[config.mk]
export PLATFORM = sky130hd
export DESIGN_NAME = current_rise_detector_chain_core
export DESIGN_NICKNAME = d
export VERILOG_FILES = /design/src/design/crd_pkg.sv /design/src/design/crd_front.sv /design/src/design/crd_queue.sv /design/src/design/crd_back.sv /design/src/design/current_rise_detector_chain_core.sv
export VERILOG_INCLUDE_DIRS = /design/src /design/src/design
export SDC_FILE = /design/constraint.sdc
export NUM_CORES = 2
export LEC_CHECK = 0
export BUFFER_PORTS_ARGS = -buffer_cell sky130_fd_sc_hd__buf_2
export CAP_MARGIN = 20
export CORE_MARGIN = 2
export CORE_UTILIZATION = 49
export DETAILED_ROUTE_END_ITERATION = 10
export GPL_ROUTABILITY_DRIVEN = 0
export GPL_TIMING_DRIVEN = 1
export PLACE_DENSITY = 0.7
export SYNTH_ARGS = -nofsm -noshare
export SYNTH_HDL_FRONTEND = slang
export SYNTH_SLANG_ARGS = --single-unit
[constraint.sdc]
create_clock -name clk -period 7.45 [get_ports clk]
set_input_delay 0.745 -clock clk [delete_from_list [all_inputs] [get_ports clk]]
set_output_delay 0.745 -clock clk [all_outputs]
set_load 0.01 [all_outputs]
[src/design/assert_macros.svh]
// ----------------------------------------------------------------------------
// Assertion macros
// Shared concurrent assertion wrappers; empty when SYNTHESIS is defined.
// ----------------------------------------------------------------------------
`ifndef ASSERT_MACROS_SVH
`define ASSERT_MACROS_SVH

`ifndef SYNTHESIS
// Condition must hold at every clock edge outside reset.
`define ASSERT_ALWAYS(label, clk, rst, cond) \
  label: assert property (@(posedge clk) disable iff (rst) (cond)) \
    else $error("%m: invariant violated");
// Antecedent implies consequent in the same cycle.
`define ASSERT_IMPLY(label, clk, rst, ante, cons) \
  label: assert property (@(posedge clk) disable iff (rst) (ante) |-> (cons)) \
    else $error("%m: implication violated");
`else
`define ASSERT_ALWAYS(label, clk, rst, cond)
`define ASSERT_IMPLY(label, clk, rst, ante, cons)
`endif

`endif

[src/design/crd_pkg.sv]
// ----------------------------------------------------------------------------
// crd_pkg
// Widths, scaling constants and shared types for the current rise detector.
// ----------------------------------------------------------------------------
package crd_pkg;

  localparam int SAMPLES_PER_POINT = 16;
  localparam int HISTORY_DEPTH     = 16;

  // Field widths
  localparam int ADC_W   = 11;
  localparam int POINT_W = 14;
  localparam int MAG_W   = 13;
  localparam int CHG_W   = 14;
  localparam int PROD_W  = 27;

  // Group accumulator: one spare bit so the magnitude never overflows
  localparam int SUM_W = ADC_W + $clog2(SAMPLES_PER_POINT) + 1;
  localparam int CNT_W = $clog2(SAMPLES_PER_POINT);

  // Scaling: point = sum * SCALE_MUL / SCALE_DIV, toward zero
  localparam int SCALE_MUL = 1000 / SAMPLES_PER_POINT;
  localparam int SCALE_DIV = 660000 / 4882;
  localparam int MUL_W     = $clog2(SCALE_MUL + 1);
  localparam int X_W       = SUM_W + MUL_W;

  // Divide by SCALE_DIV as multiply by rounded-up reciprocal.
  // Error term is below SCALE_DIV <= 2^DIV_W, so the shift below is exact
  // for every X_W-bit dividend.
  localparam int    DIV_W       = $clog2(SCALE_DIV);
  localparam int    RECIP_SHIFT = X_W + DIV_W;
  localparam longint RECIP_MUL  =
    ((64'd1 << RECIP_SHIFT) + SCALE_DIV - 1) / SCALE_DIV;
  localparam int    RECIP_W     = $clog2(RECIP_MUL + 1);
  localparam int    Y_W         = X_W + RECIP_W;

  // History rings
  localparam int HIST_W = $clog2(HISTORY_DEPTH);

  // Queue between accumulator and point pipeline
  localparam int QUEUE_DEPTH = 4;
  localparam int QPTR_W      = $clog2(QUEUE_DEPTH);
  localparam int QCNT_W      = $clog2(QUEUE_DEPTH + 1);

  typedef logic signed [SUM_W-1:0] sum_t;

  typedef struct packed {
    logic valid;
    sum_t sum;
  } sum_push_t;

  typedef struct packed {
    logic empty;
    logic full;
  } queue_status_t;

endpackage

[src/design/crd_front.sv]
// ----------------------------------------------------------------------------
// crd_front
// Sample accumulator: sums each group and pushes the finished sum.
// ----------------------------------------------------------------------------
module crd_front import crd_pkg::*; (
  input  logic                    clk,
  input  logic                    rst,
  input  logic                    sample_valid,
  output logic                    sample_ready,
  input  logic signed [ADC_W-1:0] adc_sample,
  input  queue_status_t           qstat,
  output sum_push_t               push
);

  sum_t             group_sum;
  sum_t             sum_next;
  logic [CNT_W-1:0] sample_count;
  logic             accept;
  logic             last;

  assign sample_ready = !qstat.full;
  assign accept       = sample_valid && sample_ready;
  assign last         = (sample_count == CNT_W'(SAMPLES_PER_POINT - 1));
  assign sum_next     = group_sum + SUM_W'(adc_sample);

  assign push.valid = accept && last;
  assign push.sum   = sum_next;

  always_ff @(posedge clk) begin
    if (rst) begin
      group_sum    <= '0;
      sample_count <= '0;
    end else if (accept) begin
      if (last) begin
        group_sum    <= '0;
        sample_count <= '0;
      end else begin
        group_sum    <= sum_next;
        sample_count <= sample_count + 1'b1;
      end
    end
  end

endmodule

[src/design/crd_queue.sv]
// ----------------------------------------------------------------------------
// crd_queue
// Short FIFO of group sums between the accumulator and the point pipeline.
// ----------------------------------------------------------------------------
module crd_queue import crd_pkg::*; (
  input  logic          clk,
  input  logic          rst,
  input  sum_push_t     push,
  input  logic          pop,
  output sum_t          head,
  output queue_status_t qstat
);

  sum_t              mem [QUEUE_DEPTH];
  logic [QPTR_W-1:0] wr_ptr;
  logic [QPTR_W-1:0] rd_ptr;
  logic [QCNT_W-1:0] count;

  function automatic logic [QPTR_W-1:0] wrap_inc(input logic [QPTR_W-1:0] p);
    return (p == QPTR_W'(QUEUE_DEPTH - 1)) ? '0 : p + 1'b1;
  endfunction

  assign head        = mem[rd_ptr];
  assign qstat.empty = (count == '0);
  assign qstat.full  = (count == QCNT_W'(QUEUE_DEPTH));

  always_ff @(posedge clk) begin
    if (push.valid) begin
      mem[wr_ptr] <= push.sum;
    end
  end

  always_ff @(posedge clk) begin
    if (rst) begin
      wr_ptr <= '0;
      rd_ptr <= '0;
      count  <= '0;
    end else begin
      if (push.valid) begin
        wr_ptr <= wrap_inc(wr_ptr);
      end
      if (pop) begin
        rd_ptr <= wrap_inc(rd_ptr);
      end
      if (push.valid && !pop) begin
        count <= count + 1'b1;
      end else if (pop && !push.valid) begin
        count <= count - 1'b1;
      end
    end
  end

endmodule

[src/design/crd_back.sv]
// ----------------------------------------------------------------------------
// crd_back
// Point pipeline: scale, magnitude rise, rise change, product, output reg.
// ----------------------------------------------------------------------------
module crd_back import crd_pkg::*; (
  input  logic                      clk,
  input  logic                      rst,
  input  sum_t                      head,
  input  queue_status_t             qstat,
  output logic                      pop,
  output logic                      result_valid,
  input  logic                      result_ready,
  output logic signed [POINT_W-1:0] scaled_current,
  output logic        [MAG_W-1:0]   magnitude_rise,
  output logic signed [CHG_W-1:0]   rise_change,
  output logic signed [PROD_W-1:0]  rise_product
);

  logic adv;

  // stage 1: |sum| * SCALE_MUL
  logic             s1_valid;
  logic             s1_neg;
  logic [X_W-1:0]   s1_x;
  logic [SUM_W-1:0] abs_sum;

  // stage 2: reciprocal product
  logic           s2_valid;
  logic           s2_neg;
  logic [Y_W-1:0] s2_y;

  // stage 3: point and magnitude rise
  logic                      s3_valid;
  logic signed [POINT_W-1:0] s3_point;
  logic        [MAG_W-1:0]   s3_rise;
  logic        [MAG_W-1:0]   q;
  logic        [MAG_W:0]     mag_diff;
  logic        [MAG_W-1:0]   rise_val;

  // stage 4: rise change
  logic                      s4_valid;
  logic signed [POINT_W-1:0] s4_point;
  logic        [MAG_W-1:0]   s4_rise;
  logic signed [CHG_W-1:0]   s4_change;
  logic signed [CHG_W-1:0]   change_val;
  logic signed [CHG_W+MAG_W:0] prod_full;

  // history rings, each with its own write pointer
  logic [MAG_W-1:0]  mag_hist  [HISTORY_DEPTH];
  logic [MAG_W-1:0]  rise_hist [HISTORY_DEPTH];
  logic [HIST_W-1:0] mag_pos;
  logic [HIST_W-1:0] rise_pos;
  logic [HIST_W-1:0] mag_next;
  logic [HIST_W-1:0] rise_next;

  function automatic logic [HIST_W-1:0] ring_inc(input logic [HIST_W-1:0] p);
    return (p == HIST_W'(HISTORY_DEPTH - 1)) ? '0 : p + 1'b1;
  endfunction

  assign adv = !result_valid || result_ready;
  assign pop = adv && !qstat.empty;

  assign abs_sum = head[SUM_W-1] ? SUM_W'(-head) : SUM_W'(head);

  assign mag_next  = ring_inc(mag_pos);
  assign rise_next = ring_inc(rise_pos);

  assign q        = s2_y[RECIP_SHIFT +: MAG_W];
  assign mag_diff = {1'b0, q} - {1'b0, mag_hist[mag_next]};
  assign rise_val = mag_diff[MAG_W] ? '0 : mag_diff[MAG_W-1:0];

  assign change_val = $signed({1'b0, s3_rise}) - $signed({1'b0, rise_hist[rise_next]});

  assign prod_full = $signed({1'b0, s4_rise}) * s4_change;

  // control
  always_ff @(posedge clk) begin
    if (rst) begin
      s1_valid     <= 1'b0;
      s2_valid     <= 1'b0;
      s3_valid     <= 1'b0;
      s4_valid     <= 1'b0;
      result_valid <= 1'b0;
      mag_pos      <= '0;
      rise_pos     <= '0;
      for (int i = 0; i < HISTORY_DEPTH; i++) begin
        mag_hist[i]  <= '0;
        rise_hist[i] <= '0;
      end
    end else if (adv) begin
      s1_valid     <= pop;
      s2_valid     <= s1_valid;
      s3_valid     <= s2_valid;
      s4_valid     <= s3_valid;
      result_valid <= s4_valid;
      if (s2_valid) begin
        mag_hist[mag_pos] <= q;
        mag_pos           <= mag_next;
      end
      if (s3_valid) begin
        rise_hist[rise_pos] <= s3_rise;
        rise_pos            <= rise_next;
      end
    end
  end

  // datapath
  always_ff @(posedge clk) begin
    if (adv) begin
      s1_neg <= head[SUM_W-1];
      s1_x   <= X_W'(abs_sum) * X_W'(SCALE_MUL);

      s2_neg <= s1_neg;
      s2_y   <= Y_W'(s1_x) * Y_W'(RECIP_MUL);

      s3_point <= s2_neg ? -$signed({1'b0, q}) : $signed({1'b0, q});
      s3_rise  <= rise_val;

      s4_point  <= s3_point;
      s4_rise   <= s3_rise;
      s4_change <= change_val;

      scaled_current <= s4_point;
      magnitude_rise <= s4_rise;
      rise_change    <= s4_change;
      rise_product   <= prod_full[PROD_W-1:0];
    end
  end

endmodule

[src/design/current_rise_detector_chain_core.sv]
// ----------------------------------------------------------------------------
// current_rise_detector_chain_core
// Group-averaged current points with rise detection against history rings.
// ----------------------------------------------------------------------------
// Usage:
//   Sample channel (sample_valid/sample_ready, adc_sample): one signed 11-bit
//   converter sample per item; an item can be taken every clock cycle while the queue is not full.
//   Result channel (result_valid/result_ready): one result per group of
//   SAMPLES_PER_POINT samples, carrying scaled_current, magnitude_rise,
//   rise_change and rise_product. Other samples produce nothing.
//   Result path: after the last sample of its group is taken, the sum passes
//   the queue write, scale multiply, reciprocal multiply, rise stage and
//   change stage into the output register.
//   Throughput: 1 sample per cycle while sample_ready is high, set by the
//   accumulator adder; the point pipeline only sees one item per group.
//   Stall: a pending result with result_ready low freezes the point pipeline;
//   group sums collect in a 4-entry queue; sample_ready drops only when full.
//   Reset (rst, synchronous): clears accumulator, queue, pipeline valids,
//   ring pointers and both history rings, so early points compare against 0.
// ----------------------------------------------------------------------------
`include "assert_macros.svh"

module current_rise_detector_chain_core import crd_pkg::*; (
  input  logic                      clk,
  input  logic                      rst,
  input  logic                      sample_valid,
  output logic                      sample_ready,
  input  logic signed [ADC_W-1:0]   adc_sample,
  output logic                      result_valid,
  input  logic                      result_ready,
  output logic signed [POINT_W-1:0] scaled_current,
  output logic        [MAG_W-1:0]   magnitude_rise,
  output logic signed [CHG_W-1:0]   rise_change,
  output logic signed [PROD_W-1:0]  rise_product
);

  sum_push_t     push;
  queue_status_t qstat;
  sum_t          head;
  logic          pop;

  // front: accumulate samples, push one sum per group
  crd_front u_front (
    .clk          (clk),
    .rst          (rst),
    .sample_valid (sample_valid),
    .sample_ready (sample_ready),
    .adc_sample   (adc_sample),
    .qstat        (qstat),
    .push         (push)
  );

  // decoupling queue
  crd_queue u_queue (
    .clk   (clk),
    .rst   (rst),
    .push  (push),
    .pop   (pop),
    .head  (head),
    .qstat (qstat)
  );

  // back: scale, rise, change, product
  crd_back u_back (
    .clk            (clk),
    .rst            (rst),
    .head           (head),
    .qstat          (qstat),
    .pop            (pop),
    .result_valid   (result_valid),
    .result_ready   (result_ready),
    .scaled_current (scaled_current),
    .magnitude_rise (magnitude_rise),
    .rise_change    (rise_change),
    .rise_product   (rise_product)
  );

  // magnitude of the output point, for the rise bound check
  logic [POINT_W-1:0] point_abs;
  logic [POINT_W-1:0] rise_wide;
  logic               both_nonzero;
  logic               sign_match;
  assign point_abs = scaled_current[POINT_W-1] ? POINT_W'(-scaled_current)
                                               : POINT_W'(scaled_current);
  assign rise_wide    = POINT_W'(magnitude_rise);
  assign both_nonzero = (magnitude_rise != '0) && (rise_change != '0);
  assign sign_match   = (rise_product[PROD_W-1] == rise_change[CHG_W-1]);

  // the front never pushes into a full queue
  `ASSERT_IMPLY(a_no_overflow, clk, rst, push.valid, !qstat.full)
  // the back never pops an empty queue
  `ASSERT_IMPLY(a_no_underflow, clk, rst, pop, !qstat.empty)
  // a clamped rise never exceeds the current magnitude
  `ASSERT_IMPLY(a_rise_bound, clk, rst, result_valid, rise_wide <= point_abs)
  // product sign follows the change sign when both factors are nonzero
  `ASSERT_IMPLY(a_prod_sign, clk, rst, result_valid && both_nonzero, sign_match)

endmodule

# ---- Word level (Yosys, flattened, before mapping)
# Memory sizes are Yosys's and may differ from the RTL's. A register that Yosys moved wholly into a read port is not among the register bits.
# Cells that the tools add are included.
dict set report op_classes {
  n_addsub 12
  multipliers 3
  eq_ne 6
  mux 30
  n_reduce_logical 17
}
# op count
set op_table {}
lappend op_table {{$mul A21 B21 Y40 const B} 1}
lappend op_table {{$mux W13} 3}
lappend op_table {{$mux W16} 2}
lappend op_table {{$sub A13 B13 Y14} 2}
lappend op_table {{$mul A14 B14 Y27} 1}
lappend op_table {{$reduce_or A13 Y1} 2}
lappend op_table {{$mul A16 B5 Y21 const B} 1}
lappend op_table {{$mux W4} 5}
lappend op_table {{$add A16 B11 Y16} 1}
lappend op_table {{$neg A16 Y16} 1}
lappend op_table {{$mux W1} 14}
lappend op_table {{$neg A13 Y14} 1}
lappend op_table {{$add A4 B1 Y4 const B} 3}
lappend op_table {{$eq A4 B4 Y1 const B} 3}
lappend op_table {{$mux W2} 4}
lappend op_table {{$mux W3} 2}
lappend op_table {{$logic_and A1 B1 Y1} 5}
lappend op_table {{$logic_not A1 Y1} 5}
lappend op_table {{$add A2 B1 Y2 const B} 2}
lappend op_table {{$eq A2 B2 Y1 const B} 2}
lappend op_table {{$reduce_and A2 Y1} 2}
lappend op_table {{$add A3 B1 Y3 const B} 1}
lappend op_table {{$eq A3 B3 Y1 const B} 1}
lappend op_table {{$logic_not A3 Y1} 1}
lappend op_table {{3 further kinds} 3}
dict set report totals {
  regBits 240
  ram_bits 480
  output_inout_bits 70
  memories 3
}
# name depth word_bits read_ports rd_clocked_by_memory_dff write_ports line
set mem_list {}
lappend mem_list {u_back.mag_hist 16 13 1 0 16 crd_back.sv:49} ;# logic [MAG_W-1:0] mag_hist [HISTORY_DEPTH];
lappend mem_list {u_back.rise_hist 16 13 1 0 16 crd_back.sv:50} ;# logic [MAG_W-1:0] rise_hist [HISTORY_DEPTH];
lappend mem_list {u_queue.mem 4 16 1 1 1 crd_queue.sv:14} ;# sum_t mem [QUEUE_DEPTH];

# ---- Depth between registers and ports, before layout
dict set report logic_depth {
  word_depth 8
  mapped_depth 24
  mapped_depth_nobuf 24
}

# ---- Cells and area by module
# A second synthesis with hierarchy kept.
dict set report unflattened {
  cells_unflattened 3987
  area_unflattened_um2 47329.1
}
# module n_inst cells_each area_per_inst_um2 seq_area_each_um2
set modules_own_cells {}
lappend modules_own_cells {crd_back 1 3679 43005.0 17917.2}
lappend modules_own_cells {crd_queue 1 128 2786.4 2102.0}
lappend modules_own_cells {crd_front 1 180 1537.7 400.4}

# ---- Worst setup path after synthesis
# OpenSTA, ideal clock, no wires.
dict set report synth_path {
  path_type {input-to-reg}
  from {in result_ready}
  to {reg u_back.mag_pos[2]}
  setup_ns 0.128
  arrival_time_ns 6.580
  slack_ns 0.742
  path_stages 6
  n_path_buf 1
  cell_sequence {nor2b_1 > inv_1 > clkbuf_1 > nand3_1 > xnor2_1 > nor2_1}
}
dict set report synth_between {
  elab_chain_len 2
}
# item line
set synth_lines {}
lappend synth_lines {{start, declared} current_rise_detector_chain_core.sv:30} ;# input logic result_ready,
lappend synth_lines {{$logic_or A1 B1 Y1} crd_back.sv:60} ;# assign adv = !result_valid || result_ready;
lappend synth_lines {{$reduce_and A2 Y1 (no source line)} --}
lappend synth_lines {{end signal, assigned} crd_back.sv:98} ;# mag_pos <= mag_next;
lappend synth_lines {{end, declared} crd_back.sv:51} ;# logic [HIST_W-1:0] mag_pos;
# No other way between the ends.
# A chain may end at the register's enable or synchronous reset.

==> impl_table.tex <==
\begin{tabular}{lr}
\hline
Metric & Value \\
\hline
\multicolumn{2}{l}{\textbf{Job}} \\
\quad Max-Cap Viols & 0 \\
\multicolumn{2}{l}{\textbf{Yosys}} \\
\quad Sequential element share of the synthesized area & 43.1\% \\
\quad Flop and latch count out of synthesis & 694 \\
\quad Proportion of netlist area held by the largest area contributor & between 40 and 50\% \\
\quad EDFF count, synth & $\sim$650 \\
\quad Synthesized area per cell & roughly 12 um2 \\
\quad Count of yosys warnings during synthesis & 0 \\
\quad Fraction of registers with async set/reset & 0\% \\
\quad Netlist cell types & 70 \\
\quad Post-Synthesis Net Count & approximately 4700 \\
\quad Largest area contributor in the synthesized netlist & edfxtp\_1 \\
\quad Top post-synthesis cells by area & edfxtp\_1, fa\_1, ha\_1 \\
\quad Post-Synthesis Cells & 3903 \\
\quad Synthesized cell area & 47400 um2 \\
\quad Primary flip-flop cell chosen by synthesis mapping & edfxtp\_1 \\
\multicolumn{2}{l}{\textbf{Clock network}} \\
\quad Clock-pin transition on the worst setup and hold timing paths & 0.06 ns \\
\quad CTS root buf & clkbuf\_16 \\
\quad H-Tree Level Count & 3 \\
\quad Number of buffers inserted during clock tree synthesis & approximately 80 \\
\quad Bufs on Longest Clock Path & 3 \\
\quad Insertion delay of the later-clocked pin in the worst-skew pair & between 0.6 and 0.7 ns \\
\quad Count of hold buffers inserted by post-cts repair & 0 \\
\quad Count of clock tree sinks & 694 \\
\quad Quantity of gates resized following cts & 0 \\
\quad TritonCTS clock tree & yes \\
\quad Number of buffers added for setup after CTS & 0 \\
\multicolumn{2}{l}{\textbf{Layout}} \\
\quad Fin nets & between 4000 and 5000 \\
\quad Multi-input gate area in the final layout & 24100 um2 \\
\quad Number of filler instances in the final layout & 8098 \\
\quad Most common cell after layout, fill and taps aside & edfxtp\_1 \\
\quad Share of post-route cells with drive strength above 1 & between 10\% and 20\% \\
\quad Most frequent cells in the layout & edfxtp\_1, inv\_1, and2\_1, ha\_1, fa\_1 \\
\quad Post-synthesis to final-layout area growth & 9.48\% \\
\quad Register area & a little over 20000 um2 \\
\quad Utilization after layout & between 50\% and 60\% \\
\quad Number of diodes & 0 \\
\multicolumn{2}{l}{\textbf{Floorplan}} \\
\quad Die height & around 310 um \\
\quad Die extent in x & about 310 um \\
\quad Row count & approximately 110 \\
\quad Total core area & $\sim$96000 um2 \\
\quad Die area & just under 100000 um2 \\
\quad Number of primary I/O pins & 85 \\
\quad Initial core utilization & 49.2\% \\
\multicolumn{2}{l}{\textbf{Drt}} \\
\quad WL met3 & between 5000 and 6000 um \\
\quad Routed Wire Length & roughly 100000 um \\
\quad Wire length the detailed router placed on met1 & about 44000 um \\
\quad Via Count & about 29000 \\
\quad Met2 wire length & 52600 um \\
\quad Count of antenna-violating nets left after detailed routing & 0 \\
\quad Routed vias/inst & around 5.4 \\
\quad Top layer used by detailed routing & met4 \\
\quad Drt initial violations & between 2000 and 2500 \\
\quad DRC violation count after routing & 0 \\
\quad Mean routed wirelength per cell & roughly 20 um \\
\quad Number of detailed-routing iterations run before antenna repair & 5 \\
\multicolumn{2}{l}{\textbf{STA}} \\
\quad Slew margin rel. & between 30\% and 40\% \\
\quad Layout Skew & slightly above 0.03 ns \\
\quad Max Fclk & $\sim$150 MHz \\
\quad Post-route fraction of the period consumed by the critical path & just over 90\% \\
\quad Transition time of the tightest slew-check pin & about 0.94 ns \\
\quad Number of endpoints failing setup at the final stage & 0 \\
\quad Fin. Hold Viols & 0 \\
\quad Final period demand of the worst path & between 6 and 7 ns \\
\quad Setup repair after global routing missed its margin & no \\
\quad Final Slew Violations & 0 \\
\quad Worst slack on hold paths & 0.413 ns \\
\quad Setup TNS after final layout & 0 ns \\
\multicolumn{2}{l}{\textbf{Setup path}} \\
\quad Kind of end point of the critical path & register \\
\quad Buffers and inverters on the worst path & 3 \\
\quad Family with the most delay on the worst path & adder cells \\
\quad Critical path type & reg2reg \\
\quad Slowest cell delay on critical path & between 0.6 and 0.7 ns \\
\quad Cell at the slowest stage of the critical path & mux4\_2 \\
\quad Crit path required time & around 7.9 ns \\
\quad Worst-path maximum fanout & 6 \\
\quad Startpoint type of the worst setup path & register \\
\quad Critical path data arrival time & slightly above 7 ns \\
\quad Cells along the critical path & mux4\_2 > inv\_1 > ha\_1 > nand2\_1 > nor3\_1 > a21oi\_1 > xor2\_1 > fa\_1 > fa\_1 > inv\_1 > fa\_1 > inv\_1 > ha\_1 > a21o\_1 > a21o\_1 > a221o\_1 > and3\_1 > a221o\_1 > or4\_1 > and3\_1 > a211oi\_2 \\
\multicolumn{2}{l}{\textbf{Global route}} \\
\quad Combined global-route utilization of all metal layers & between 20 and 25\% \\
\quad Maximum number of pins on one net before global-route repair & 128 \\
\quad Wire length of the first global-routing pass & $\sim$170000 um \\
\quad Number of antenna violations at the first check in global routing & 1 \\
\quad Via count of the first global-routing pass & between 20000 and 30000 \\
\quad Total overflow reported by the global router & 0 \\
\multicolumn{2}{l}{\textbf{Run status}} \\
\quad Status & completed \\
\multicolumn{2}{l}{\textbf{Placement}} \\
\quad Total of buffers placed on input and output ports & between 80 and 90 \\
\quad Placed wire-length estimate after detailed placement & between 70000 and 80000 um \\
\multicolumn{2}{l}{\textbf{Hold path}} \\
\quad Worst min-delay path class & reg2reg \\
\hline
\end{tabular}
-- through the flow --
stage	cell area, um2	worst slack [ns]	instances
2_1_floorplan	47400	0.742	3903
3_3_place_gp	49300	0.762	5149
3_5_place_dp	49300	0.697	5149
4_1_cts	51800	0.674	5292
5_1_grt	51900	0.228	5293
6_report	51900	0.689	5293
-- final timing paths --
kind	startpoint	end	slack, ns	depth (start not counted)
setup / recovery	register	u_back.s1_x[21]	0.69	21
hold / removal	u_back.s4_point[12]	u_back.scaled_current[12]	0.41	0
setup reg to reg	register	u_back.s1_x[21]	0.69	21
hold reg to reg	u_back.s4_point[12]	u_back.scaled_current[12]	0.41	0
-- routing by layer --
metal / GRT usage, % / up-vias
met5: 0 / -
met4: 6.28 / 0
met3: 2.93 / 169
met2: 37.0 / 713
met1: 28.6 / 14600
li1: - / 13400
-- cell type report --
class / count / area share [%]
Inverter: 603 / 4.38
Clock inverter: 50 / 1.06
Multi-Input combinational cell: 2425 / 46.4
Timing Repair Buffer: 152 / 1.82
Sequential cell: 694 / 39.4
Clock buffer: 93 / 3.89
Tap cell: 1276 / 3.08
-- cells in the mapped netlist, types with 18 or more instances --
master / number
o21ai_0: 75
nand2_1: 231
mux4_2: 112
a21o_1: 32
nor3_1: 88
inv_1: 598
a21oi_1: 105
nor2b_1: 18
edfxtp_1: 652
xor2_1: 40
fa_1: 366
clkbuf_1: 159
buf_2: 18
nand2b_1: 19
nor4_1: 21
ha_1: 387
nor2_1: 112
nand3_1: 26
xnor2_1: 76
dfxtp_1: 42
mux2i_1: 20
and2_1: 460
a31oi_1: 21
a211oi_1: 35
-- logic make-up (layout without fill, tap and decap cells) --
family | count (synthesis) | after routing | synth area share (%)
AOI/OAI and AO/OA | 382 | 382 | 5.26
xor gates and xnor gates | 116 | 116 | 2.15
adders and majority gates | 753 | 753 | 25.7
buffers and inverters | 784 | 898 | 6.28
DFF | 694 | 694 | 43.1
muxes | 135 | 135 | 5.82
and+or+nand+nor | 1039 | 1039 | 11.7
-- flip-flops by register name, indices dropped and copies added (netlist names), 2 cells and up, named ones only --
| name | flops |
|---|---|
| u_back.s2_y | 13 |
| u_front.sample_count | 4 |
| u_back.s3_point | 14 |
| u_back.mag_hist | 208 |
| u_back.s3_rise | 13 |
| u_back.s1_x | 21 |
| u_back.s4_change | 14 |
| u_back.rise_pos | 4 |
| u_back.mag_pos | 4 |
| u_back.rise_product | 27 |
| u_back.s4_point | 14 |
| u_queue.count | 3 |
| u_back.scaled_current | 14 |
| u_queue.rd_ptr | 2 |
| u_back.magnitude_rise | 13 |
| u_queue.wr_ptr | 2 |
| u_back.rise_hist | 208 |
| u_back.s4_rise | 13 |
| u_front.group_sum | 16 |
| u_back.rise_change | 14 |
| u_queue.mem | 64 |
-- worst reg2reg max path: stages (launching register included) --
cell      delay (ns)
dfxtp_1         0.52
mux4_2          0.63
inv_1           0.09
ha_1            0.16
nand2_1         0.08
nor3_1          0.55
a21oi_1         0.19
xor2_1          0.46
fa_1            0.53
fa_1            0.52
inv_1           0.05
fa_1            0.50
inv_1           0.04
ha_1            0.33
a21o_1          0.18
a21o_1          0.17
a221o_1         0.39
and3_1          0.20
a221o_1         0.27
or4_1           0.42
and3_1          0.17
a211oi_2        0.15
Power is not shown: default switching activity piles up to over one toggle a cycle in this logic, so the estimate is an artifact.
